[src/rtl/t4x4_pkg.sv]
// Shared types, codes and color functions of the 4x4 texture block decoder.
// Used by the front, queue, back and top-level files; depends on nothing.
package t4x4_pkg;

    // Port widths
    localparam int S_TDATA_W = 96;
    localparam int S_TUSER_W = 2;
    localparam int M_TDATA_W = 40;
    localparam int FMT_W     = 2;

    // Block queue size
    localparam int QUEUE_DEPTH = 2;
    localparam int QUEUE_PTR_W = $clog2(QUEUE_DEPTH);
    localparam int QUEUE_CNT_W = $clog2(QUEUE_DEPTH + 1);

    // Output formats
    localparam logic [FMT_W-1:0] FMT_RGB6A5 = 2'd0;
    localparam logic [FMT_W-1:0] FMT_RGBA8  = 2'd1;
    localparam logic [FMT_W-1:0] FMT_BGRA8  = 2'd2;

    // Block modes
    localparam logic [1:0] MODE_CLEAR3 = 2'd0;
    localparam logic [1:0] MODE_AVG    = 2'd1;
    localparam logic [1:0] MODE_DIRECT = 2'd2;
    localparam logic [1:0] MODE_MIX    = 2'd3;

    // Resolved color: bit 15 opaque, RGB555 below
    localparam logic [15:0] COLOR_CLEAR = 16'h0000;

    localparam logic [3:0] LAST_TEXEL = 4'd15;

    typedef logic [15:0] color_t;

    typedef struct packed {
        color_t [3:0] colors;
        logic [31:0]  indices;
    } block_t;

    // Per-channel floor((a+b)/2), opaque
    function automatic color_t avg_color(logic [14:0] a, logic [14:0] b);
        logic [5:0]  s [3];
        color_t      res;
        for (int i = 0; i < 3; i++) begin
            s[i] = {1'b0, a[5*i +: 5]} + {1'b0, b[5*i +: 5]};
        end
        res = {1'b1, s[2][5:1], s[1][5:1], s[0][5:1]};
        return res;
    endfunction

    // Per-channel floor((5a+3b)/8), opaque
    function automatic color_t mix_color(logic [14:0] a, logic [14:0] b);
        logic [7:0] ea;
        logic [7:0] eb;
        logic [7:0] s [3];
        color_t     res;
        for (int i = 0; i < 3; i++) begin
            ea   = {3'b000, a[5*i +: 5]};
            eb   = {3'b000, b[5*i +: 5]};
            s[i] = (ea << 2) + ea + (eb << 1) + eb;
        end
        res = {1'b1, s[2][7:3], s[1][7:3], s[0][7:3]};
        return res;
    endfunction

    // Widen a 5-bit channel to 6 bits, zero stays zero
    function automatic logic [5:0] up6(logic [4:0] c5);
        return (c5 != 5'd0) ? {c5, 1'b1} : 6'd0;
    endfunction

    // Convert a resolved color to the selected pixel format
    function automatic logic [31:0] convert_color(color_t col, logic [FMT_W-1:0] fmt);
        logic [4:0]  r;
        logic [4:0]  g;
        logic [4:0]  b;
        logic [31:0] res;
        r = col[4:0];
        g = col[9:5];
        b = col[14:10];
        case (fmt)
            FMT_RGB6A5: begin
                res = {3'b000, (col[15] ? 5'h1F : 5'h00), 2'b00, up6(b),
                       2'b00, up6(g), 2'b00, up6(r)};
            end
            FMT_BGRA8: begin
                res = {(col[15] ? 8'hFF : 8'h00), r, 3'b000, g, 3'b000, b, 3'b000};
            end
            default: begin
                res = {(col[15] ? 8'hFF : 8'h00), b, 3'b000, g, 3'b000, r, 3'b000};
            end
        endcase
        return res;
    endfunction

endpackage

[src/rtl/t4x4_front.sv]
// Front end: accepts a compressed block word, resolves its four colors by mode
// and holds the result in one stage register for the queue. Uses t4x4_pkg.
module t4x4_front (
    input  logic                           aclk,
    input  logic                           aresetn,
    input  logic                           s_tvalid,
    output logic                           s_tready,
    input  logic [t4x4_pkg::S_TDATA_W-1:0] s_tdata,
    input  logic [t4x4_pkg::S_TUSER_W-1:0] s_tuser,
    output logic                           push_valid,
    input  logic                           push_ready,
    output t4x4_pkg::block_t               push_block
);

    logic               stage_valid_reg;
    logic               stage_valid_next;
    t4x4_pkg::block_t   stage_reg;
    t4x4_pkg::block_t   resolved;
    logic [14:0]        c0;
    logic [14:0]        c1;
    logic [14:0]        c2;
    logic [14:0]        c3;
    logic               accept;

    // Unpack the word
    assign c0 = s_tdata[46:32];
    assign c1 = s_tdata[61:47];
    assign c2 = s_tdata[76:62];
    assign c3 = s_tdata[91:77];

    // Resolve the palette by block mode
    always_comb begin
        resolved.indices   = s_tdata[31:0];
        resolved.colors[0] = {1'b1, c0};
        resolved.colors[1] = {1'b1, c1};
        case (s_tuser)
            t4x4_pkg::MODE_CLEAR3: begin
                resolved.colors[2] = {1'b1, c2};
                resolved.colors[3] = t4x4_pkg::COLOR_CLEAR;
            end
            t4x4_pkg::MODE_AVG: begin
                resolved.colors[2] = t4x4_pkg::avg_color(c0, c1);
                resolved.colors[3] = t4x4_pkg::COLOR_CLEAR;
            end
            t4x4_pkg::MODE_DIRECT: begin
                resolved.colors[2] = {1'b1, c2};
                resolved.colors[3] = {1'b1, c3};
            end
            default: begin
                resolved.colors[2] = t4x4_pkg::mix_color(c0, c1);
                resolved.colors[3] = t4x4_pkg::mix_color(c1, c0);
            end
        endcase
    end

    // Take a new word whenever the stage is empty or drains this cycle
    assign s_tready   = !stage_valid_reg || push_ready;
    assign accept     = s_tvalid && s_tready;
    assign push_valid = stage_valid_reg;
    assign push_block = stage_reg;

    always_comb begin
        if (accept) begin
            stage_valid_next = 1'b1;
        end else if (push_ready) begin
            stage_valid_next = 1'b0;
        end else begin
            stage_valid_next = stage_valid_reg;
        end
    end

    always_ff @(posedge aclk) begin
        if (!aresetn) begin
            stage_valid_reg <= 1'b0;
        end else begin
            stage_valid_reg <= stage_valid_next;
        end
    end

    // Hold the resolved block
    always_ff @(posedge aclk) begin
        if (accept) begin
            stage_reg <= resolved;
        end
    end

endmodule

[src/rtl/t4x4_queue.sv]
// Short queue of resolved blocks between the front and back ends.
// Uses t4x4_pkg for the block type and depth.
module t4x4_queue (
    input  logic             aclk,
    input  logic             aresetn,
    input  logic             push_valid,
    output logic             push_ready,
    input  t4x4_pkg::block_t push_block,
    output logic             pop_valid,
    input  logic             pop,
    output t4x4_pkg::block_t pop_block
);

    t4x4_pkg::block_t                  entry_reg [t4x4_pkg::QUEUE_DEPTH];
    logic [t4x4_pkg::QUEUE_PTR_W-1:0]  wr_ptr_reg;
    logic [t4x4_pkg::QUEUE_PTR_W-1:0]  rd_ptr_reg;
    logic [t4x4_pkg::QUEUE_CNT_W-1:0]  count_reg;
    logic [t4x4_pkg::QUEUE_CNT_W-1:0]  count_next;
    logic                              do_push;
    logic                              do_pop;

    assign push_ready = (count_reg != t4x4_pkg::QUEUE_CNT_W'(t4x4_pkg::QUEUE_DEPTH));
    assign pop_valid  = (count_reg != '0);
    assign pop_block  = entry_reg[rd_ptr_reg];
    assign do_push    = push_valid && push_ready;
    assign do_pop     = pop && pop_valid;

    always_comb begin
        count_next = count_reg;
        if (do_push && !do_pop) begin
            count_next = count_reg + 1'b1;
        end else if (do_pop && !do_push) begin
            count_next = count_reg - 1'b1;
        end
    end

    // Advance pointers, wrapping at the depth
    always_ff @(posedge aclk) begin
        if (!aresetn) begin
            wr_ptr_reg <= '0;
            rd_ptr_reg <= '0;
            count_reg  <= '0;
        end else begin
            count_reg <= count_next;
            if (do_push) begin
                wr_ptr_reg <= (wr_ptr_reg == t4x4_pkg::QUEUE_PTR_W'(t4x4_pkg::QUEUE_DEPTH - 1))
                              ? '0 : wr_ptr_reg + 1'b1;
            end
            if (do_pop) begin
                rd_ptr_reg <= (rd_ptr_reg == t4x4_pkg::QUEUE_PTR_W'(t4x4_pkg::QUEUE_DEPTH - 1))
                              ? '0 : rd_ptr_reg + 1'b1;
            end
        end
    end

    // Store the pushed block
    always_ff @(posedge aclk) begin
        if (do_push) begin
            entry_reg[wr_ptr_reg] <= push_block;
        end
    end

endmodule

[src/rtl/t4x4_back.sv]
// Back end: walks the sixteen texels of the current block, converts each color
// and drives the output register. Uses t4x4_pkg.
module t4x4_back (
    input  logic                           aclk,
    input  logic                           aresetn,
    input  logic [t4x4_pkg::FMT_W-1:0]     out_format,
    input  logic                           pop_valid,
    output logic                           pop,
    input  t4x4_pkg::block_t               pop_block,
    output logic                           m_tvalid,
    input  logic                           m_tready,
    output logic [t4x4_pkg::M_TDATA_W-1:0] m_tdata,
    output logic                           m_tlast
);

    t4x4_pkg::block_t                  cur_reg;
    logic                              busy_reg;
    logic                              busy_next;
    logic [3:0]                        cnt_reg;
    logic                              m_valid_reg;
    logic                              m_valid_next;
    logic [t4x4_pkg::M_TDATA_W-1:0]    m_data_reg;
    logic                              m_last_reg;
    logic                              advance;
    logic                              block_done;
    logic [1:0]                        sel;
    logic [31:0]                       texel;

    // Emit a texel when the output register is free or being taken
    assign advance    = busy_reg && (!m_valid_reg || m_tready);
    assign block_done = advance && (cnt_reg == t4x4_pkg::LAST_TEXEL);
    assign pop        = pop_valid && (!busy_reg || block_done);

    assign sel   = cur_reg.indices[{cnt_reg, 1'b0} +: 2];
    assign texel = t4x4_pkg::convert_color(cur_reg.colors[sel], out_format);

    always_comb begin
        if (pop) begin
            busy_next = 1'b1;
        end else if (block_done) begin
            busy_next = 1'b0;
        end else begin
            busy_next = busy_reg;
        end
    end

    always_comb begin
        if (advance) begin
            m_valid_next = 1'b1;
        end else if (m_tready) begin
            m_valid_next = 1'b0;
        end else begin
            m_valid_next = m_valid_reg;
        end
    end

    // Control: busy flag, texel counter, output valid
    always_ff @(posedge aclk) begin
        if (!aresetn) begin
            busy_reg    <= 1'b0;
            cnt_reg     <= '0;
            m_valid_reg <= 1'b0;
        end else begin
            busy_reg    <= busy_next;
            m_valid_reg <= m_valid_next;
            if (pop) begin
                cnt_reg <= '0;
            end else if (advance) begin
                cnt_reg <= cnt_reg + 1'b1;
            end
        end
    end

    // Load the next block and the output word
    always_ff @(posedge aclk) begin
        if (pop) begin
            cur_reg <= pop_block;
        end
        if (advance) begin
            m_data_reg <= {4'b0000, cnt_reg[1:0], cnt_reg[3:2], texel};
            m_last_reg <= (cnt_reg == t4x4_pkg::LAST_TEXEL);
        end
    end

    assign m_tvalid = m_valid_reg;
    assign m_tdata  = m_data_reg;
    assign m_tlast  = m_last_reg;

endmodule

[src/rtl/tex4x4_block_decoder.sv]
// Top level of the 4x4 texture block decoder: format register, front end,
// block queue and back end. Uses t4x4_pkg, t4x4_front, t4x4_queue, t4x4_back.
//
// channel  dir  handshake          payload
// s_       in   s_tvalid/s_tready  s_tdata block word, s_tuser block mode
// m_       out  m_tvalid/m_tready  m_tdata texel, m_tlast sixteenth texel
// cfg_     in   cfg_valid/cfg_ready cfg_data out_format
//
// Each block yields sixteen texels, one per cycle from the back end's texel
// counter while m_tready is high; a queued next block follows without a gap.
// A block word passes the front stage, the queue and the block register in order.
// Front stage and a two-entry queue let the input keep taking words while
// the output stalls. Reset (aresetn low, synchronous) empties all stages and
// sets out_format to RGBA8. cfg_ready is always high.
module tex4x4_block_decoder (
    input  logic                           aclk,
    input  logic                           aresetn,
    input  logic                           s_tvalid,
    output logic                           s_tready,
    // [31:0] texel_indices, [46:32] palette_color0, [61:47] palette_color1,
    // [76:62] palette_color2, [91:77] palette_color3, [95:92] zero
    input  logic [t4x4_pkg::S_TDATA_W-1:0] s_tdata,
    // [1:0] block_mode
    input  logic [t4x4_pkg::S_TUSER_W-1:0] s_tuser,
    output logic                           m_tvalid,
    input  logic                           m_tready,
    // [31:0] texel_color, [33:32] texel_row, [35:34] texel_col, [39:36] zero
    output logic [t4x4_pkg::M_TDATA_W-1:0] m_tdata,
    output logic                           m_tlast,
    input  logic                           cfg_valid,
    output logic                           cfg_ready,
    input  logic [t4x4_pkg::FMT_W-1:0]     cfg_data
);

    logic [t4x4_pkg::FMT_W-1:0] out_format_reg;
    logic                       push_valid;
    logic                       push_ready;
    t4x4_pkg::block_t           push_block;
    logic                       pop_valid;
    logic                       pop;
    t4x4_pkg::block_t           pop_block;

    // Hold the output format
    assign cfg_ready = 1'b1;

    always_ff @(posedge aclk) begin
        if (!aresetn) begin
            out_format_reg <= t4x4_pkg::FMT_RGBA8;
        end else if (cfg_valid && cfg_ready) begin
            out_format_reg <= cfg_data;
        end
    end

    t4x4_front u_front (
        .aclk       (aclk),
        .aresetn    (aresetn),
        .s_tvalid   (s_tvalid),
        .s_tready   (s_tready),
        .s_tdata    (s_tdata),
        .s_tuser    (s_tuser),
        .push_valid (push_valid),
        .push_ready (push_ready),
        .push_block (push_block)
    );

    t4x4_queue u_queue (
        .aclk       (aclk),
        .aresetn    (aresetn),
        .push_valid (push_valid),
        .push_ready (push_ready),
        .push_block (push_block),
        .pop_valid  (pop_valid),
        .pop        (pop),
        .pop_block  (pop_block)
    );

    t4x4_back u_back (
        .aclk       (aclk),
        .aresetn    (aresetn),
        .out_format (out_format_reg),
        .pop_valid  (pop_valid),
        .pop        (pop),
        .pop_block  (pop_block),
        .m_tvalid   (m_tvalid),
        .m_tready   (m_tready),
        .m_tdata    (m_tdata),
        .m_tlast    (m_tlast)
    );

endmodule

[config.mk]
export PLATFORM = sky130hd
export DESIGN_NAME = tex4x4_block_decoder
export DESIGN_NICKNAME = d
export VERILOG_FILES = /design/src/rtl/t4x4_pkg.sv /design/src/rtl/t4x4_front.sv /design/src/rtl/t4x4_queue.sv /design/src/rtl/t4x4_back.sv /design/src/rtl/tex4x4_block_decoder.sv
export SDC_FILE = /design/constraint.sdc
export NUM_CORES = 1
export LEC_CHECK = 0
export BUFFER_PORTS_ARGS = -buffer_cell sky130_fd_sc_hd__clkbuf_2
export CAP_MARGIN = 20
export CORE_MARGIN = 2
export CORE_UTILIZATION = 60
export CTS_CLUSTER_DIAMETER = 150
export DETAILED_ROUTE_END_ITERATION = 16
export GPL_ROUTABILITY_DRIVEN = 0
export PLACE_DENSITY_LB_ADDON = 0.15
export SETUP_SLACK_MARGIN = 0.1
export SLEW_MARGIN = 20
export SYNTH_ARGS = -nofsm -noshare
export SYNTH_HDL_FRONTEND = slang
export SYNTH_SLANG_ARGS = --single-unit
[constraint.sdc]
create_clock -name aclk -period 7.2 [get_ports aclk]
set_clock_uncertainty 0.15 [all_clocks]
set_input_delay 0.36 -clock aclk [delete_from_list [all_inputs] [get_ports aclk]]
set_output_delay 0.36 -clock aclk [all_outputs]
set_load 0.01 [all_outputs]
; Word level (Yosys, flattened, before mapping)
; Memory sizes are Yosys's and may differ from the RTL's. A register that Yosys moved wholly into a read port is not among the register bits.
; Index checks and enable logic that the tools add are counted.
[classes]
addsub = 26
n_reduce_logical = 27
muxes = 21
n_lt_le_gt_ge = 1
eq_ne = 5
n_shift = 1
n_bitwise = 1
[ops]
columns = op, count
row1 = 32-bit case mux with 3 select lines, 1
row2 = 32-bit case mux with 2 select lines, 1
row3 = 7-bit by 5-bit adder with 8-bit output, 6
row4 = 8-bit by 5-bit adder with 8-bit output, 6
row5 = 8-bit by 6-bit adder with 8-bit output, 6
row6 = 16-bit binary-select mux with 2-bit select, 1
row7 = 32-bit by 6-bit indexed part select with 2-bit output, 1
row8 = 5-bit by 5-bit adder with 6-bit output, 3
row9 = 6-bit two-way mux, 3
row10 = 16-bit two-way mux, 1
row11 = 5-bit nonzero test, 3
row12 = 1-bit two-way mux, 10
row13 = 2-bit nonzero test, 5
row14 = 1-bit logical AND, 8
row15 = 8-bit two-way mux, 1
row16 = 1-bit zero test, 5
row17 = 5-bit two-way mux, 1
row18 = 4-bit by 1-bit adder with 4-bit output (second input constant), 1
row19 = 2-bit equality test (second input constant), 2
row20 = 4-bit equality test (second input constant), 1
row21 = 2-bit zero test, 2
row22 = 2-bit two-way mux, 2
row23 = 1-bit logical OR, 3
row24 = 2-bit by 3-bit less-than comparator with 1-bit output (second input constant), 1
row25 = other kinds (7), 8
[word_totals]
wordCells = 100
ramBits = 188
ff_bits = 176
n_memories = 1
input_bits = 105
[mem_list]
columns = memory, words, width, rd, rd_clocked_by_memory_dff, write_ports, line
row1 = u_queue.entry_reg, 2, 94, 1, 1, 1, t4x4_queue.sv:14  ; t4x4_pkg::block_t entry_reg [t4x4_pkg::QUEUE_DEPTH];

; Depth between registers and ports, before layout
[logic_depth]
word_depth = 10
depth_mapped = 12
mapped_depth_nobuf = 12

; By module
; From an unflattened synthesis, not the netlist that was laid out.
[unflattened]
cells_unflattened = 1169
area_unflattened_um2 = 19094.6
[by_module_without_submodules]
columns = mod, n_inst, area_each_um2, cells_each
row1 = t4x4_queue, 1, 7332.0, 323
row2 = t4x4_front, 1, 6125.9, 482
row3 = t4x4_back, 1, 5555.3, 356
row4 = tex4x4_block_decoder, 1, 81.3, 8

; Least setup slack after synthesis
; No wires, ideal clock.
[synth_timing]
path_type = register -> register
start = register u_queue.count_reg[0] (netlist bit)
end = memory u_queue.entry_reg[0][0] (netlist bit) (enable)
path_stages_with_launch = 4
required_ps = 6504
setup_slack_ps = 2004
arrival_ps = 4500
setup_ps = 546
cell_sequence = dfxtp_1 nand2b_1 nand2_1 nor2_1
[synth_between]
elab_chain_cells = 4
[synth_rtl]
columns = item, line
row1 = "start, declared", t4x4_queue.sv:17  ; logic [t4x4_pkg::QUEUE_CNT_W-1:0] count_reg;
row2 = "start signal, assigned", t4x4_queue.sv:44  ; count_reg <= count_next;
row3 = 2-bit inequality test, t4x4_queue.sv:22  ; assign push_ready = (count_reg != t4x4_pkg::QUEUE_CNT_W'(t4x4_pkg::QUEUE_DEPTH));
row4 = 1-bit logical AND, t4x4_queue.sv:25  ; assign do_push = push_valid && push_ready;
row5 = 1-bit two-way mux, t4x4_queue.sv:58  ; if (do_push) begin
row6 = 1-bit two-way mux (implied by the code), t4x4_queue.sv:59  ; entry_reg[wr_ptr_reg] <= push_block;
row7 = "end, declared", t4x4_queue.sv:14
; Every way passes these cells.

; Worst setup path after layout
[layout_timing]
start = register u_back.cnt_reg[1]
end = register u_back.m_data_reg, in the netlist u_back.m_tdata[0], data pin
[layout_between]
elab_chain_cells = 6
[layout_rtl]
columns = item, line
row1 = "start, declared", t4x4_back.sv:19  ; logic [3:0] cnt_reg;
row2 = "start signal, assigned", t4x4_back.sv:69  ; cnt_reg <= cnt_reg + 1'b1;
row3 = 32-bit by 6-bit indexed part select with 2-bit output, t4x4_back.sv:34  ; assign sel = cur_reg.indices[{cnt_reg, 1'b0} +: 2];
row4 = 16-bit binary-select mux with 2-bit select, t4x4_back.sv:35  ; assign texel = t4x4_pkg::convert_color(cur_reg.colors[sel], out_format);
row5 = 16-bit two-way mux (implied by the code), t4x4_back.sv:35
row6 = 5-bit nonzero test, t4x4_pkg.sv:67  ; return (c5 != 5'd0) ? {c5, 1'b1} : 6'd0;
row7 = 6-bit two-way mux, t4x4_pkg.sv:67
row8 = 32-bit case mux with 2 select lines, t4x4_pkg.sv:79  ; case (fmt)
row9 = via u_back.texel[0], t4x4_back.sv:27  ; logic [31:0] texel;
row10 = "end signal, assigned", t4x4_back.sv:80  ; m_data_reg <= {4'b0000, cnt_reg[1:0], cnt_reg[3:2], texel};
row11 = "end, declared", t4x4_back.sv:22  ; logic [t4x4_pkg::M_TDATA_W-1:0] m_data_reg;
; The timed path passes the listed nets, and every way through them passes these cells. The select of a mux whose other input is x is not followed.
; A chain may end at the register's enable or synchronous reset.

==> run summary <==
die width: 178 um
RSZ-0062 raised after global routing: false
CTS Hold Bufs: 55
pre-CTS setup slack: 3130 ps
synth warn: 0
async set-reset flop share out of synthesis: 0%
setup violators final: 0
post-layout util: 70.7%
CTS tree: built
sw power: 1.91 mW
core footprint: 29,700 sq um
WP data arrival: 4150 ps
Final nets: 1,478
peak supply drop: 0.178 mV
io pins: 149
Final min period: 4040 ps
setup ws final: 3160 ps
Power Density: 340 nW/um^2
HPWL Detailed: 20,800 um
Routed WL per cell: 18.8 um
clock power share: 29.1%
CP cell instances: mux4_1 -> nor2b_1 -> a211oi_1 -> a21oi_1 -> inv_1 -> mux4_1 -> nor3_1 -> a21oi_1
share of layout cells above drive strength 1: 24.7%
Worst Hold End: u_front.push_block[51]
Worst-Skew Late Latency: 510 ps
syn avg cell area: 17.0 sq um
CP max stage cell: dfxtp_1
Post-CTS Setup Inserts: 0
initial antenna violation count: 1
r2r setup slk: 3160 ps
cts repair resizes: 0
worst-path fanout max: 15
Initial Utilization: 61.0%
hold path depth: 1
most frequent cells in the layout: edfxtp_1, clkbuf_2, mux2_2
flops & latches, synth: 416
final WL: 31,700 um
DRC: 0
RR Startpoint: u_back.cnt_reg[1]
global-route wire length before repair: 49,500 um
Tot GR Track Use: 20.6%
Reg power frac: 47.7%
Max stage delay on crit path: 810 ps
gr ovfl total: 0
Mapped Cells: 1,064
crit share post-route: 56.1%
Pre-Repair DR Iteration Count: 5
setup TNS: 0 ps
Setup crit end kind: register
internal power: 5.23 mW
row count: 63
number of max-cap violations: 0
clock-pin slew on the worst setup and hold paths: 60 ps
register area share after synthesis: 68.1%
Hold Vio Cnt, Final: 0
LEAKAGE: 8.01 nW
startpoint class of the critical path: register
sw frac: 26.8%
kind of cell adding the most delay to the critical path: multiplexers
die height: 178 um
largest net degree at the start of global routing: 78
vias after detailed routing: 9,088
Area Growth Syn to Fin: 15.8%
fillers: 1,927
Synth cell types: 45
clk buf depth: 3
FMAX: 248 MHz
Largest register FFs: 186
reg2reg path depth: 8
vias in the first global route: 9,303
H-tree levels: 2
Hold WS: 8.23 ps
Post-synth EDFFs: 403
Hold Path Class: input pin to register
I/O Buffers: 139
worst hold path startpoint: s_tdata[50]
Worst Path Buf+Inv: 1
drt initial violations: 580
# clock sinks: 416
Logic pwr share: 23.2%
Die ar.: 31,600 sq um
ys flop type: edfxtp_1
final antenna-violating net count: 0
max_slew headroom: 24.8%
fin. max-slew vios: 0
vias per inst: 5.39
reg2reg end: u_back.m_tdata[0]
TritonCTS Buffers: 40
commonest non-fill, non-tap cell in the layout: edfxtp_1
CP Class: register to register
Root Buffer: clkbuf_16
status: finished clean
Req. time, crit path: 7310 ps
Worst-Margin Slew: 1130 ps
cell depth of the worst setup path: 8
Mapped Area: 18,100 sq um
==> synthesized netlist by cell type (all sizes together), types with 2 or more instances <==
cell	number	area (sq um)
o21ai	21	105
conb	2	7.51
inv	87	327
mux2i	30	300
a21o	12	90.1
mux4	19	473
nor3	3	15.0
nor2	38	143
a21boi	3	22.5
and2	14	88.8
and2b	2	17.5
xnor2	30	263
mux2	99	1110
buf	22	174
fa	51	1020
and4b	6	60.1
edfxtp	403	12100
nand2	25	101
xor2	9	78.8
o211a	3	30.0
dfxtp	13	260
o21bai	6	45.0
ha	56	701
nand3b	2	15.0
a21oi	49	245
clkbuf	21	78.8
a211oi	3	22.5
nor2b	20	125
a22o	4	35.0
o21a	2	15.0
==> metrics by stage <==
step	power (mW)	std cells	area (sq um)
floorplan	4.63	1067	18200
global placement	5.05	1559	19200
detailed placement	5.11	1559	19200
CTS	7.20	1684	21000
global route	7.48	1685	21000
finish	7.14	1685	21000
==> layer usage <==
metal | wire [um] | global-route usage [%]
met1 | 14500 | 29.4
met2 | 15200 | 33.9
met3 | 1450 | 2.87
met4 | 580 | 5.16
met5 | 0 | 0
==> area by class of cell <==
class                   count  area [sq um]  share of cell area (%)
well taps                 390           488                    2.32
multi-input cells         521          5230                    24.9
clock inverters            22           254                    1.21
repair buffers            200          1290                    6.14
diodes                      1          2.50                  0.0119
flip-flops and latches    416         12400                    58.8
inverters                  87           328                    1.56
clock buffers              48          1050                    5.01
==> logic make-up (layout without fill, tap and decap cells) <==
family,count (synthesis),count (layout),share of synthesized area (%)
compound gates,106,106,3.52
mux,148,148,10.4
fa+ha+maj,107,107,9.49
buf+inv,130,357,3.19
simple gates,116,116,3.32
flops,416,416,68.1
xor+xnor,39,39,1.88
other cells,2,6,0.0414
==> power groups by stage <==
stage               combinational [mW]  clock (mW)  sequential (mW)
floorplan                         1.19           0             3.44
global placement                  1.62           0             3.43
detailed placement                1.65           0             3.46
CTS                               1.68        2.11             3.41
global route                      1.83        2.20             3.45
finish                            1.66        2.08             3.41
==> worst max-delay path by stage <==
stage / start / endpoint / slack, ps
final: u_back.cnt_reg[1] / u_back.m_tdata[0] / 3160
after global routing: u_back.cnt_reg[1] / u_back.m_tdata[5] / 2960
after CTS: u_back.cnt_reg[1] / u_back.m_tdata[0] / 3130
after detailed placement: u_back.cnt_reg[1] / u_back.m_tdata[0] / 3130
after global placement: u_back.cnt_reg[1] / u_back.m_tdata[0] / 3140
after floorplan: u_queue.count_reg[0] / u_queue.entry_reg[0][0] / 2000
No activity file was read; power rests on OpenSTA's default activity.
